===== src/rtl/core/sle_pkg.sv =====
`timescale 1ns / 1ps
// ----------------------------------------------------------------------------
// sle_pkg: shared constants for the serial line editor
// Line store geometry and the control bytes the editor reacts to.
// ----------------------------------------------------------------------------
package sle_pkg;

  // Line store depth; at most LINE_DEPTH-1 characters are kept
  localparam int LINE_DEPTH = 64;
  localparam int ADDR_W     = $clog2(LINE_DEPTH);
  localparam int CHAR_W     = 8;

  // Control bytes
  localparam logic [CHAR_W-1:0] CH_BACKSPACE = 8'h08;
  localparam logic [CHAR_W-1:0] CH_LF        = 8'h0A;
  localparam logic [CHAR_W-1:0] CH_CR        = 8'h0D;
  localparam logic [CHAR_W-1:0] CH_CTRL_Z    = 8'h1A;
  localparam logic [CHAR_W-1:0] CH_NUL       = 8'h00;

endpackage


===== src/rtl/core/sle_ram.sv =====
`timescale 1ns / 1ps
// ----------------------------------------------------------------------------
// sle_ram: generic single-port-write, single-port-read RAM
// One write and one read per cycle; read data is registered.
// ----------------------------------------------------------------------------
module sle_ram #(
  parameter int WIDTH = 8,
  parameter int DEPTH = 64
) (
  input  logic                     clk,
  input  logic                     we,
  input  logic [$clog2(DEPTH)-1:0] waddr,
  input  logic [WIDTH-1:0]         wdata,
  input  logic                     re,
  input  logic [$clog2(DEPTH)-1:0] raddr,
  output logic [WIDTH-1:0]         rdata
);

  logic [WIDTH-1:0] mem [DEPTH];

  // Write port
  always_ff @(posedge clk) begin
    if (we) begin
      mem[waddr] <= wdata;
    end
  end

  // Registered read port; hold data when not reading
  always_ff @(posedge clk) begin
    if (re) begin
      rdata <= mem[raddr];
    end
  end

endmodule


===== src/rtl/core/serial_line_editor.sv =====
`timescale 1ns / 1ps
// Readout: a byte that ends a non-empty line leads through ST_FIRST (read) and ST_LOAD
//   to its first output word; the end-of-file word of an empty line comes from ST_TERM.
// Flow: an ordinary byte, backspace or ignored CR/LF keeps the editor idle and ready; a
//   line of N characters streams out one word per cycle without output stalls (N+1 words,
//   paced by the single read port), and the input is held off until the terminator is sent.
// Reset: fill count and overflow flag clear; line store stays undefined, no clearing pass.
// ----------------------------------------------------------------------------
// serial_line_editor: canonical line editor for received serial bytes
// Collects bytes in a line store, handles backspace, and releases the line
// followed by a newline or end-of-file word on CR/LF or Ctrl-Z.
// ----------------------------------------------------------------------------
module serial_line_editor (
  input  logic                       clk,
  input  logic                       rst_n,
  input  logic                       in_valid,
  output logic                       in_ready,
  input  logic [sle_pkg::CHAR_W-1:0] in_rx_byte,
  output logic                       out_valid,
  input  logic                       out_ready,
  output logic [sle_pkg::CHAR_W-1:0] out_char,
  output logic                       out_is_eof,
  output logic                       out_last,
  output logic                       out_overflowed
);

  typedef enum logic [1:0] {
    ST_IDLE,
    ST_FIRST,
    ST_LOAD,
    ST_TERM
  } state_t;

  localparam logic [sle_pkg::ADDR_W-1:0] FILL_MAX = sle_pkg::ADDR_W'(sle_pkg::LINE_DEPTH - 1);

  state_t                       state_r, state_nxt;
  logic [sle_pkg::ADDR_W-1:0]   fill_r, fill_nxt;
  logic                         ovf_r, ovf_nxt;
  logic                         eof_r, eof_nxt;
  logic [sle_pkg::ADDR_W-1:0]   rd_idx_r, rd_idx_nxt;
  logic                         out_valid_r, out_valid_nxt;
  logic [sle_pkg::CHAR_W-1:0]   out_char_r, out_char_nxt;
  logic                         out_eof_r, out_eof_nxt;
  logic                         out_last_r, out_last_nxt;
  logic                         out_ovf_r, out_ovf_nxt;

  logic                         in_acc;
  logic                         slot_free;
  logic                         ram_we;
  logic                         ram_re;
  logic [sle_pkg::ADDR_W-1:0]   ram_raddr;
  logic [sle_pkg::CHAR_W-1:0]   ram_rdata;
  logic [sle_pkg::ADDR_W-1:0]   rd_idx_inc;
  logic                         more_chars;

  assign in_ready   = (state_r == ST_IDLE);
  assign in_acc     = in_valid && in_ready;
  assign slot_free  = !out_valid_r || out_ready;
  assign rd_idx_inc = rd_idx_r + sle_pkg::ADDR_W'(1);
  assign more_chars = ({1'b0, rd_idx_inc} < {1'b0, fill_r});

  // Store an ordinary byte while there is room
  assign ram_we = in_acc && (in_rx_byte != sle_pkg::CH_BACKSPACE)
                  && (in_rx_byte != sle_pkg::CH_CTRL_Z)
                  && (in_rx_byte != sle_pkg::CH_CR)
                  && (in_rx_byte != sle_pkg::CH_LF)
                  && (fill_r < FILL_MAX);

  sle_ram #(
    .WIDTH (sle_pkg::CHAR_W),
    .DEPTH (sle_pkg::LINE_DEPTH)
  ) u_line_ram (
    .clk   (clk),
    .we    (ram_we),
    .waddr (fill_r),
    .wdata (in_rx_byte),
    .re    (ram_re),
    .raddr (ram_raddr),
    .rdata (ram_rdata)
  );

  // Next-state and output register logic
  always_comb begin
    state_nxt     = state_r;
    fill_nxt      = fill_r;
    ovf_nxt       = ovf_r;
    eof_nxt       = eof_r;
    rd_idx_nxt    = rd_idx_r;
    out_valid_nxt = out_valid_r && !out_ready;
    out_char_nxt  = out_char_r;
    out_eof_nxt   = out_eof_r;
    out_last_nxt  = out_last_r;
    out_ovf_nxt   = out_ovf_r;
    ram_re        = 1'b0;
    ram_raddr     = rd_idx_r;

    unique case (state_r)
      ST_IDLE: begin
        if (in_acc) begin
          priority if (in_rx_byte == sle_pkg::CH_BACKSPACE) begin
            // Drop the last stored character
            if (fill_r != '0) begin
              fill_nxt = fill_r - sle_pkg::ADDR_W'(1);
            end
          end else if (in_rx_byte == sle_pkg::CH_CTRL_Z ||
                       in_rx_byte == sle_pkg::CH_CR ||
                       in_rx_byte == sle_pkg::CH_LF) begin
            eof_nxt    = (in_rx_byte == sle_pkg::CH_CTRL_Z);
            rd_idx_nxt = '0;
            if (fill_r != '0) begin
              state_nxt = ST_FIRST;
            end else if (in_rx_byte == sle_pkg::CH_CTRL_Z) begin
              state_nxt = ST_TERM;
            end
          end else if (fill_r < FILL_MAX) begin
            fill_nxt = fill_r + sle_pkg::ADDR_W'(1);
          end else begin
            ovf_nxt = 1'b1;
          end
        end
      end

      ST_FIRST: begin
        // Fetch the first character
        ram_re    = 1'b1;
        ram_raddr = '0;
        state_nxt = ST_LOAD;
      end

      ST_LOAD: begin
        // Move the fetched character out and prefetch the next one
        if (slot_free) begin
          out_valid_nxt = 1'b1;
          out_char_nxt  = ram_rdata;
          out_eof_nxt   = 1'b0;
          out_last_nxt  = 1'b0;
          out_ovf_nxt   = ovf_r;
          if (more_chars) begin
            ram_re     = 1'b1;
            ram_raddr  = rd_idx_inc;
            rd_idx_nxt = rd_idx_inc;
          end else begin
            state_nxt = ST_TERM;
          end
        end
      end

      ST_TERM: begin
        // Close the line with newline or end-of-file word
        if (slot_free) begin
          out_valid_nxt = 1'b1;
          out_char_nxt  = eof_r ? sle_pkg::CH_NUL : sle_pkg::CH_LF;
          out_eof_nxt   = eof_r;
          out_last_nxt  = 1'b1;
          out_ovf_nxt   = ovf_r;
          fill_nxt      = '0;
          ovf_nxt       = 1'b0;
          state_nxt     = ST_IDLE;
        end
      end

      default: state_nxt = ST_IDLE;
    endcase
  end

  // Hold state and registered outputs
  always_ff @(posedge clk) begin
    if (!rst_n) begin
      state_r     <= ST_IDLE;
      fill_r      <= '0;
      ovf_r       <= 1'b0;
      out_valid_r <= 1'b0;
    end else begin
      state_r     <= state_nxt;
      fill_r      <= fill_nxt;
      ovf_r       <= ovf_nxt;
      out_valid_r <= out_valid_nxt;
    end
    eof_r      <= eof_nxt;
    rd_idx_r   <= rd_idx_nxt;
    out_char_r <= out_char_nxt;
    out_eof_r  <= out_eof_nxt;
    out_last_r <= out_last_nxt;
    out_ovf_r  <= out_ovf_nxt;
  end

  assign out_valid      = out_valid_r;
  assign out_char       = out_char_r;
  assign out_is_eof     = out_eof_r;
  assign out_last       = out_last_r;
  assign out_overflowed = out_ovf_r;

endmodule


===== config.mk =====
export PLATFORM = sky130hd
export DESIGN_NAME = serial_line_editor
export DESIGN_NICKNAME = d
export VERILOG_FILES = /design/src/rtl/core/sle_pkg.sv /design/src/rtl/core/sle_ram.sv /design/src/rtl/core/serial_line_editor.sv
export SDC_FILE = /design/constraint.sdc
export NUM_CORES = 1
export LEC_CHECK = 0
export BUFFER_PORTS_ARGS = -buffer_cell sky130_fd_sc_hd__buf_2
export CAP_MARGIN = 0
export CORE_MARGIN = 2
export CORE_UTILIZATION = 33
export DETAILED_ROUTE_END_ITERATION = 8
export PLACE_DENSITY_LB_ADDON = 0.08
export SYNTH_ARGS = -nofsm -noshare
export SYNTH_HDL_FRONTEND = slang
export SYNTH_SLANG_ARGS = --single-unit

===== constraint.sdc =====
create_clock -name clk -period 10.9 [get_ports clk]
set_input_delay 0.545 -clock clk [delete_from_list [all_inputs] [get_ports clk]]
set_output_delay 0.545 -clock clk [all_outputs]
set_load 0.1 [all_outputs]

======== After elaboration in Yosys (flattened, before gate mapping) ========
Memory sizes are Yosys's and may differ from the RTL's. A register that Yosys moved wholly into a read port is not among the register bits.
Cells that the tools add are included.
word-level totals
  RAM bits ................................ 512
  memories ................................ 1
  word-level logic and storage cells ...... 109
  register bits ........................... 28
  output and inout port bits .............. 13
memory list
  name            words  bits a word  read ports  clocked after memory_dff  write ports  line           source
  u_line_ram.mem  64     8            1           1                         1            sle_ram.sv:19  logic [WIDTH-1:0] mem [DEPTH];
operators by class
  mux-type cells .......................... 44
  $add $sub $neg .......................... 3
  $lt $le $gt $ge ......................... 2
  reductions and logical operators ........ 25
  bitwise logic cells ..................... 1
  equality and inequality tests ........... 23
operators by type and width
  cell                                                   count
  2-to-1 mux 6 bit                                       11
  case mux 6 bit (2 select lines)                        3
  == test 8 x 4 -> 1 bit, second input constant          3
  inequality test 8 x 4 -> 1 bit, second input constant  3
  2-to-1 mux 2 bit                                       8
  2-to-1 mux 8 bit                                       2
  case mux 8 bit (2 select lines)                        1
  2-to-1 mux 1 bit                                       13
  adder 6 x 1 -> 6 bit, second input constant            2
  inequality test 2 bit, second input constant           6
  AND reduction 6 bit                                    2
  == test 8 x 5 -> 1 bit, second input constant          1
  inequality test 8 x 5 -> 1 bit, second input constant  1
  case mux 1 bit (2 select lines)                        4
  case mux 2 bit (4 select lines)                        1
  AND reduction 4 bit                                    2
  logical AND 1 bit                                      7
  AND reduction 7 bit                                    1
  < comparator 6 bit                                     1
  < comparator 6 bit, second input constant              1
  inequality test 3 x 1 -> 1 bit, second input constant  2
  nonzero test 2 bit                                     3
  nonzero test 6 bit                                     1
  subtractor 6 x 1 -> 6 bit, second input constant       1
  other kinds (13)                                       18

======== Depth between registers and ports, before layout ========
Gate-level depths: netlist (run 1).
  depth in word-level cells ............... 9
  depth in mapped cells ................... 20

======== Cells and area by module ========
A second synthesis (run 1) with hierarchy kept.
unflattened totals
  cells, all modules ...................... 1162
  area total of the unflattened synthesis .. 22276.4 um^2
modules (own cells, without submodules)
  module              times used  sequential area each (um^2)  area each (um^2)  cells an instance
  sle_ram             1           15615.0                      20246.9           940
  serial_line_editor  1           740.7                        2029.4            222

======== Worst setup path after synthesis (run 1) ========
Ideal clock, no wire load.
  path kind ............................... reg2reg
  from .................................... register rd_idx_r[2] (netlist bit)
  to ...................................... register u_line_ram.rdata[5], read port of u_line_ram.mem, data pin
  clock period less this slack ............ 3.997 ns
  required time ........................... 10.632 ns
  slack ................................... 6.903 ns
  data arrival time ....................... 3.729 ns
  library setup time ...................... 0.268 ns
  path buffers ............................ 7
  stages on the path, launching flop included .. 18
  cells stage by stage .................... edfxtp_1 buf_2 clkbuf_1 clkbuf_1 clkbuf_1 xor2_1 ha_1 a21o_1 a211oi_2 buf_4 nand3_2 a311o_1 buf_4 a21o_1 buf_2 a32o_1 o221ai_1 o31ai_1
on the way
  word-level cells in the longest chain between the ends .. 5
  elaborated cells between the ends (all ways) .. 8
ends and longest elaborated chain
  item                                                                                       line                       source
  from (decl)                                                                                serial_line_editor.sv:40   logic [sle_pkg::ADDR_W-1:0] rd_idx_r, rd_idx_nxt;
  from (signal assigned)                                                                     serial_line_editor.sv:180  rd_idx_r <= rd_idx_nxt;
  adder 6 x 1 -> 6 bit                                                                       serial_line_editor.sv:59   assign rd_idx_inc = rd_idx_r + sle_pkg::ADDR_W'(1);
  < comparator 6 bit                                                                         serial_line_editor.sv:60   assign more_chars = ({1'b0, rd_idx_inc} < {1'b0, fill_r});
  2-to-1 mux 6 bit / 2-to-1 mux 1 bit (equally long branches)                                n/a
  2-to-1 mux 6 bit / 2-to-1 mux 1 bit (equally long branches)                                serial_line_editor.sv:132  if (slot_free) begin
  case mux 6 bit (2 select lines) / case mux 1 bit (2 select lines) (equally long branches)  serial_line_editor.sv:97   unique case (state_r)
  to (decl)                                                                                  sle_ram.sv:16              output logic [WIDTH-1:0] rdata
Several ways; a longest one is shown, not always the timed one.
A chain may end at the register's enable or synchronous reset.

======== Final worst setup path (run 1) ========
  from .................................... register rd_idx_r[2] (netlist bit)
  to ...................................... register u_line_ram.rdata[3], read port of u_line_ram.mem, data pin
The elaborated chain is that of the path after synthesis.

==> summary.md, run 1 <==
| Metric | Value |
|---|---|
| CP max-delay cell | `o221ai_1` |
| WP data required | `~11 ns` |
| Static Leakage | `9.77 nW` |
| # IOs | `25` |
| R2r setup slk | `approximately 3.9 ns` |
| Clock tree sinks | `548` |
| DRC | `0` |
| Period utilization | `between 60% and 70%` |
| Slew @ Worst Pin | `approximately 1.4 ns` |
| Ys async rst share | `0%` |
| Primary FF master, synth | `edfxtp_1` |
| Critical path's largest stage delay | `0.80 ns` |
| Rel. slew slack | `between 7 and 8%` |
| Site Rows | `between 100 and 150` |
| CP dominant cell by count | `buf_4` |
| Post CTS Setup Buffer Count | `0` |
| Core ar. | `88200 um2` |
| Share of cells above drive strength 1 | `10.7%` |
| Clock transition at the registers of the reported paths | `0.06 ns` |
| CTS H-tree lvls | `3` |
| Buf/Inv on CP | `3` |
| DIE AREA | `91200 um2` |
| Mapped Area | `29300 um2` |
| Yosys warns | `0` |
| Setup TNS | `0 ns` |
| Fillers | `8469` |
| Num CTS Buffers | `about 70` |
| Min cycle time layout | `roughly 7.0 ns` |
| Gr ovfl total | `0` |
| Post-synth EDFFs | `538` |
| PostCTS Resize Cnt | `0` |
| Die Wd | `between 300 and 400 um` |
| RSZ-0062 raised after global routing | `false` |
| Antenna violations before repair | `2` |
| Clock Latency Late Sink | `around 0.64 ns` |
| Finished layout cell area | `32600 um2` |
| Vias | `~24000` |
| Hold Crit Class | `in2reg` |
| CP endpoint kind | `flop` |
| Crit path DAT | `~7.4 ns` |
| # Max-Cap Violations | `0` |
| 1st-pass router iterations | `8` |
| Post-synthesis cell count | `2625` |
| Synthesized area per cell | `roughly 11 um2` |
| Maximum VDD drop | `around 0.13 mV` |
| Vias in the first global route | `23016` |
| Final ANT Viol Nets | `0` |
| Wire per inst | `between 30 and 40 um` |
| Initial Utilization | `about a third` |
| IO buf count | `24` |
| Root Buffer | `clkbuf_16` |
| 1st-iter DRT viols | `2870` |
| CP Launch Type | `flop` |
| Die H | `approximately 300 um` |
| Nets@finish | `2564` |
| TritonCTS clock tree | `done` |
| Run status | `finished, final reports clean` |
| Fmax | `142 MHz` |
| Via-to-Cell Ratio | `between 6 and 7` |
| Placed inst area | `between 30000 and 40000 um2` |
| Global-route wire length before repair | `approximately 170 mm` |
| Crit path cell chain | `buf_12, and3_1, nand3_1, xnor2_1, ha_1, and2_1, o2111a_4, buf_4, nor2_4, a221oi_4, buf_4, nand2b_1, o221ai_1, nand4b_1, o211ai_1, o31ai_1` |
| Final WL | `around 120 mm` |
| Critical path type | `reg2reg` |
| Detail Placement HPWL | `roughly 70 mm` |
| Final setup viols | `0` |
| CTS Hold Bufs | `0` |
| Area Growth Syn to Fin | `11.2%` |
| Register area share after synthesis | `between 50% and 60%` |
| CP max FO | `154` |
| GPL Wtd Cong | `0.844` |
| Synth unique cells | `84` |
| Final hold viol count | `0` |
| Family with the most delay on the worst path | `simple AND/OR/NAND/NOR gates` |
| Pwr dens | `~250 nW/um2` |
| #FFs+latches synth | `around 550` |
| Slew Limit Fails | `0` |
| Total GRT Usage | `between 20% and 30%` |
| CTS Buffer Depth | `3` |
| Largest net degree at the start of global routing | `around 160` |
| Final Skew | `approximately 0.042 ns` |
==> stage by stage <==
stage	setup WS, ns	instances	util (%)	power [W]	hold WS (ns)
after global placement	4.02	3632	34.5	0.00585	0.451
final	3.88	3751	36.9	0.00812	0.255
after CTS	3.91	3750	36.9	0.00813	0.253
after detailed placement	3.93	3632	34.5	0.00587	0.457
after global routing	3.56	3750	36.9	0.00844	0.256
after floorplan	6.90	2632	-	0.00452	0.409
==> flip-flops by register name (all words and copies together) (netlist names) <==
register / flops
fill_r: 6
out_last: 1
state_r: 2
ovf_r: 1
out_is_eof: 1
eof_r: 1
out_char: 8
out_valid: 1
u_line_ram.rdata: 8
out_overflowed: 1
rd_idx_r: 6
u_line_ram.mem: 512
==> synthesized netlist by cell type (all sizes together) (65+ instances only) <==
cell,count,area share [%]
o221ai,84,2.5
o21ai,76,1.3
edfxtp,538,55
a21oi,216,3.8
clkbuf,148,1.9
o211ai,78,2.0
nor2,161,2.1
o21a,65,1.7
nor3,71,1.3
buf,97,1.6
nand2,137,1.8
o22ai,312,6.7
==> worst register-to-register path: stages, from the launching register on <==
cell and delay (ns):
edfxtp_1 0.37, buf_12 0.45, and3_1 0.41, nand3_1 0.15, xnor2_1 0.18, ha_1 0.35
and2_1 0.38, o2111a_4 0.52, buf_4 0.68, nor2_4 0.34, a221oi_4 0.29, buf_4 0.57
nand2b_1 0.56, o221ai_1 0.81, nand4b_1 0.36, o211ai_1 0.21, o31ai_1 0.13
==> routing by layer <==
metal | track usage [%] | up-vias | part of all wire (%)
met5 | 0 | - | 0
met2 | 39.6 | 1110 | 46
met1 | 35.6 | 12523 | 44
li1 | - | 10519 | -
met3 | 3.88 | 182 | 7.1
met4 | 7.21 | 0 | 2.8
==> cells by family (layout without fill, tap and decap cells) <==
| kind of cell | count (synthesis) | after routing | synth area share, % |
|---|---|---|---|
| AO/OA/AOI/OAI | 1120 | 1120 | 26.5 |
| XOR/XNOR | 13 | 13 | 0.389 |
| adder cells (fa/ha/maj) | 15 | 15 | 0.666 |
| buffers and inverters | 276 | 229 | 3.95 |
| flip-flops | 548 | 548 | 55.8 |
| multiplexers | 97 | 97 | 3.59 |
| other | 1 | 9 | 0.0128 |
| AND/OR/NAND/NOR | 555 | 555 | 9.08 |
==> cells in the final DEF, fill, tap and decap left out, types with 61 or more instances in the layout <==
cell       instances
a21oi_1          211
buf_4             61
clkbuf_16         69
edfxtp_1         538
mux2_2            64
nand2_1          134
nor2_1           156
nor3_1            69
o211ai_1          78
o21a_1            65
o21ai_0           66
o221ai_1          84
o22ai_1          312
==> final timing paths <==
check	startpoint	depth (start not counted)	to
max	rd_idx_r[2]	16	u_line_ram.rdata[3]
min	in_rx_byte[2]	1	u_line_ram.mem[1][2]
max reg2reg	rd_idx_r[2]	16	u_line_ram.rdata[3]
min reg2reg	ovf_r	0	out_overflowed
==> power by group <==
part / total (W) / leakage (nW) / switching [W] / internal [W]
registers: 0.00243 / 4.93 / 0.0000361 / 0.00239
clock network: 0.00225 / 1.05 / 0.000959 / 0.00129
logic: 0.00345 / 3.79 / 0.00250 / 0.000945
total: 0.00812 / 9.77 / 0.00350 / 0.00462
==> layout make-up <==
type,count,area (um2),share of cell area [%]
sequential,548,16400,50.2
multi-input combinational,1808,11900,36.6
clock buffer,81,1770,5.44
tap,1165,1460,4.47
timing repair buffer,80,568,1.74
clock inverter,37,375,1.15
inverter,31,118,0.361
antenna,1,2.50,0.00768
Power figures use the tool's default switching activity.
==> run 2, diff against run 1 <==
==> constraint.sdc (replaced) <==
create_clock -name clk -period 6.83 [get_ports clk]
set_input_delay 0.3415 -clock clk [delete_from_list [all_inputs] [get_ports clk]]
set_output_delay 0.3415 -clock clk [all_outputs]
set_load 0.1 [all_outputs]
==> run 2 against run 1 <==
Net effect: the flow now finishes with violations (max-capacitance violations); critical path depth decreased by 3; setup slack worse by 3.0 ns; sequential share of layout area shrank 0.76 points; wire length grew 2.2%; critical path type unchanged; clock skew is 0.015 ns lower.
==> summary.md, run 2 (synthesis results as in run 1) <==
| Metric | Value |
|---|---|
| Critical path type | `reg2reg` |
| Run status | `complete, but fails checks` |
| Final WL | `around 120 mm` |
| IO buf count | `24` |
| Register share of total power | `roughly 29%` |
| Hold Crit Class | `in2reg` |
| Commonest non-fill, non-tap cell in the layout | `edfxtp_1` |
| M2 GR Usage | `39.4%` |
| # Max-Cap Violations | `1` |
| Violated checks | `max-capacitance violations` |
| Rel. slew slack | `less than 1%` |
| Core ar. | `between 80000 and 90000 um2` |
| Min cycle time layout | `around 5.9 ns` |
| Final Skew | `~0.027 ns` |
| Root Buffer | `clkbuf_16` |
| CTS Hold Bufs | `0` |
| Final setup margin | `just under 0.9 ns` |
| Wire per inst | `around 31 um` |
| Slew Limit Fails | `0` |
| Placement Setup Slack | `roughly 0.9 ns` |
| Pwr dens | `between 400 and 500 nW/um2` |
| WP data required | `~7.2 ns` |
| RSZ-0062 raised after global routing | `false` |
| Largest register by flop count | `u_line_ram.mem` |
| P_sw | `roughly 0.0057 W` |
| DIE AREA | `roughly 91000 um2` |
| Placed inst area | `30700 um2` |
| Total GRT Usage | `between 20 and 30%` |
| 1st-iter DRT viols | `between 2000 and 3000` |
| CP max FO | `55` |
| Static Leakage | `10.0 nW` |
| CTS Buffer Depth | `3` |
| Num CTS Buffers | `70` |
| Nets@finish | `approximately 2600` |
| Post CTS Setup Buffer Count | `0` |
| Crit path DAT | `between 6 and 7 ns` |
| Gr ovfl total | `0` |
| Vias in the first global route | `23113` |
| CP endpoint kind | `flop` |
| Area Growth Syn to Fin | `12.9%` |
| Clock Latency Late Sink | `between 0.6 and 0.7 ns` |
| # IOs | `25` |
| GPL Wtd Cong | `0.877` |
| Die Wd | `roughly 300 um` |
| Fmax | `168 MHz` |
| Share of cells above drive strength 1 | `about an eighth` |
| DRC | `0` |
| Combinational group share of total power | `between 40 and 50%` |
| 1st-pass router iterations | `8` |
| Grt met3 use | `under 10%` |
| Global-route wire length before repair | `between 150 and 200 mm` |
| Final ANT Viol Nets | `0` |
| Vias | `about 25000` |
| CTS H-tree lvls | `3` |
| Int Power | `0.00777 W` |
| Final Core Density | `a little under two fifths` |
| Commonest non-fill, non-tap cells in the layout | `edfxtp_1, o22ai_1, a21oi_1, nor2_1, nand2_1` |
| Final hold viol count | `0` |
| Clock tree sinks | `548` |
| Site Rows | `between 100 and 150` |
| Met1 usage | `a little over a third` |
| TritonCTS clock tree | `done` |
| CP Launch Type | `flop` |
| Setup TNS | `0 ns` |
| Antenna violations before repair | `5` |
| Final setup viols | `0` |
| Initial Utilization | `between 30% and 40%` |
| Crit path cell chain | `and3_1, nand3_1, xnor2_1, ha_1, and2_1, o2111a_4, nor2_4, a221oi_4, buf_4, nand2_1, o221ai_1, o211a_1, o31ai_1` |
| Largest register FFs | `just over 500` |
| Period utilization | `roughly 87%` |
| CP max-delay cell | `o2111a_4` |
| Sw Share | `between 40% and 50%` |
| Finished layout cell area | `33100 um2` |
| Clock power share | `approximately 29%` |
| PostCTS Resize Cnt | `0` |
| Largest net degree at the start of global routing | `between 150 and 200` |
| Via-to-Cell Ratio | `6.48` |
| Top Usage Layer GRT | `met2` |
| Critical path's largest stage delay | `slightly below 0.8 ns` |
| Maximum VDD drop | `approximately 0.37 mV` |
| Die H | `slightly above 300 um` |
| Slew @ Worst Pin | `~1.5 ns` |
| Detail Placement HPWL | `around 73 mm` |
| Clock transition at the registers of the reported paths | `roughly 0.06 ns` |
==> run 2: layout make-up <==
cell class | count | area [um2]
fill | 8401 | 55200
clock inverter | 41 | 474
sequential | 548 | 16400
inverter | 31 | 118
timing repair buffer | 106 | 851
antenna | 2 | 5.00
clock buffer | 86 | 1900
multi-input combinational | 1808 | 11900
tap | 1165 | 1460
==> run 2: path summary, 6_finish.rpt <==
kind,startpoint,to,slack [ns],depth (start not counted)
worst max-delay path,rd_idx_r[2],u_line_ram.rdata[4],0.89,13
worst min-delay path,in_rx_byte[0],u_line_ram.mem[1][0],0.12,1
worst max register to register,rd_idx_r[2],u_line_ram.rdata[4],0.89,13
worst min register to register,ovf_r,out_overflowed,0.44,0
==> run 2: worst max-delay path, delay by kind of cell, from the launching register on <==
| kind | cells | cell delay, ns |
|---|---|---|
| AOI/OAI and AO/OA | 5 | 2.63 |
| xor gates and xnor gates | 1 | 0.17 |
| adders and majority gates | 1 | 0.36 |
| buffers and inverters | 1 | 0.53 |
| DFF | 1 | 0.47 |
| and+or+nand+nor | 5 | 1.48 |
==> run 2: routing by layer <==
metal	share of wire [%]	vias to the layer above	wire length [um]
met5	0.011	-	13
met4	3.3	2	3870
met3	6.8	188	8060
met2	45	1075	53800
met1	45	12662	53100
li1	-	10613	-
==> run 2: metrics by stage <==
stage	hold WS, ns	instances	power (W)
finish	0.119	3787	0.0135
global route	0.118	3785	0.0140
CTS	0.105	3785	0.0135
detailed placement	0.425	3658	0.00959
global placement	0.416	3658	0.00955
floorplan	0.409	2632	0.00722
==> run 2: power by group through the flow <==
stage | Combinational (W) | Clock [W] | Sequential [W]
6_report | 0.00573 | 0.00388 | 0.00387
5_1_grt | 0.00602 | 0.00407 | 0.00387
4_1_cts | 0.00567 | 0.00394 | 0.00387
3_5_place_dp | 0.00565 | 0 | 0.00393
3_3_place_gp | 0.00562 | 0 | 0.00393
2_1_floorplan | 0.00318 | 0 | 0.00403
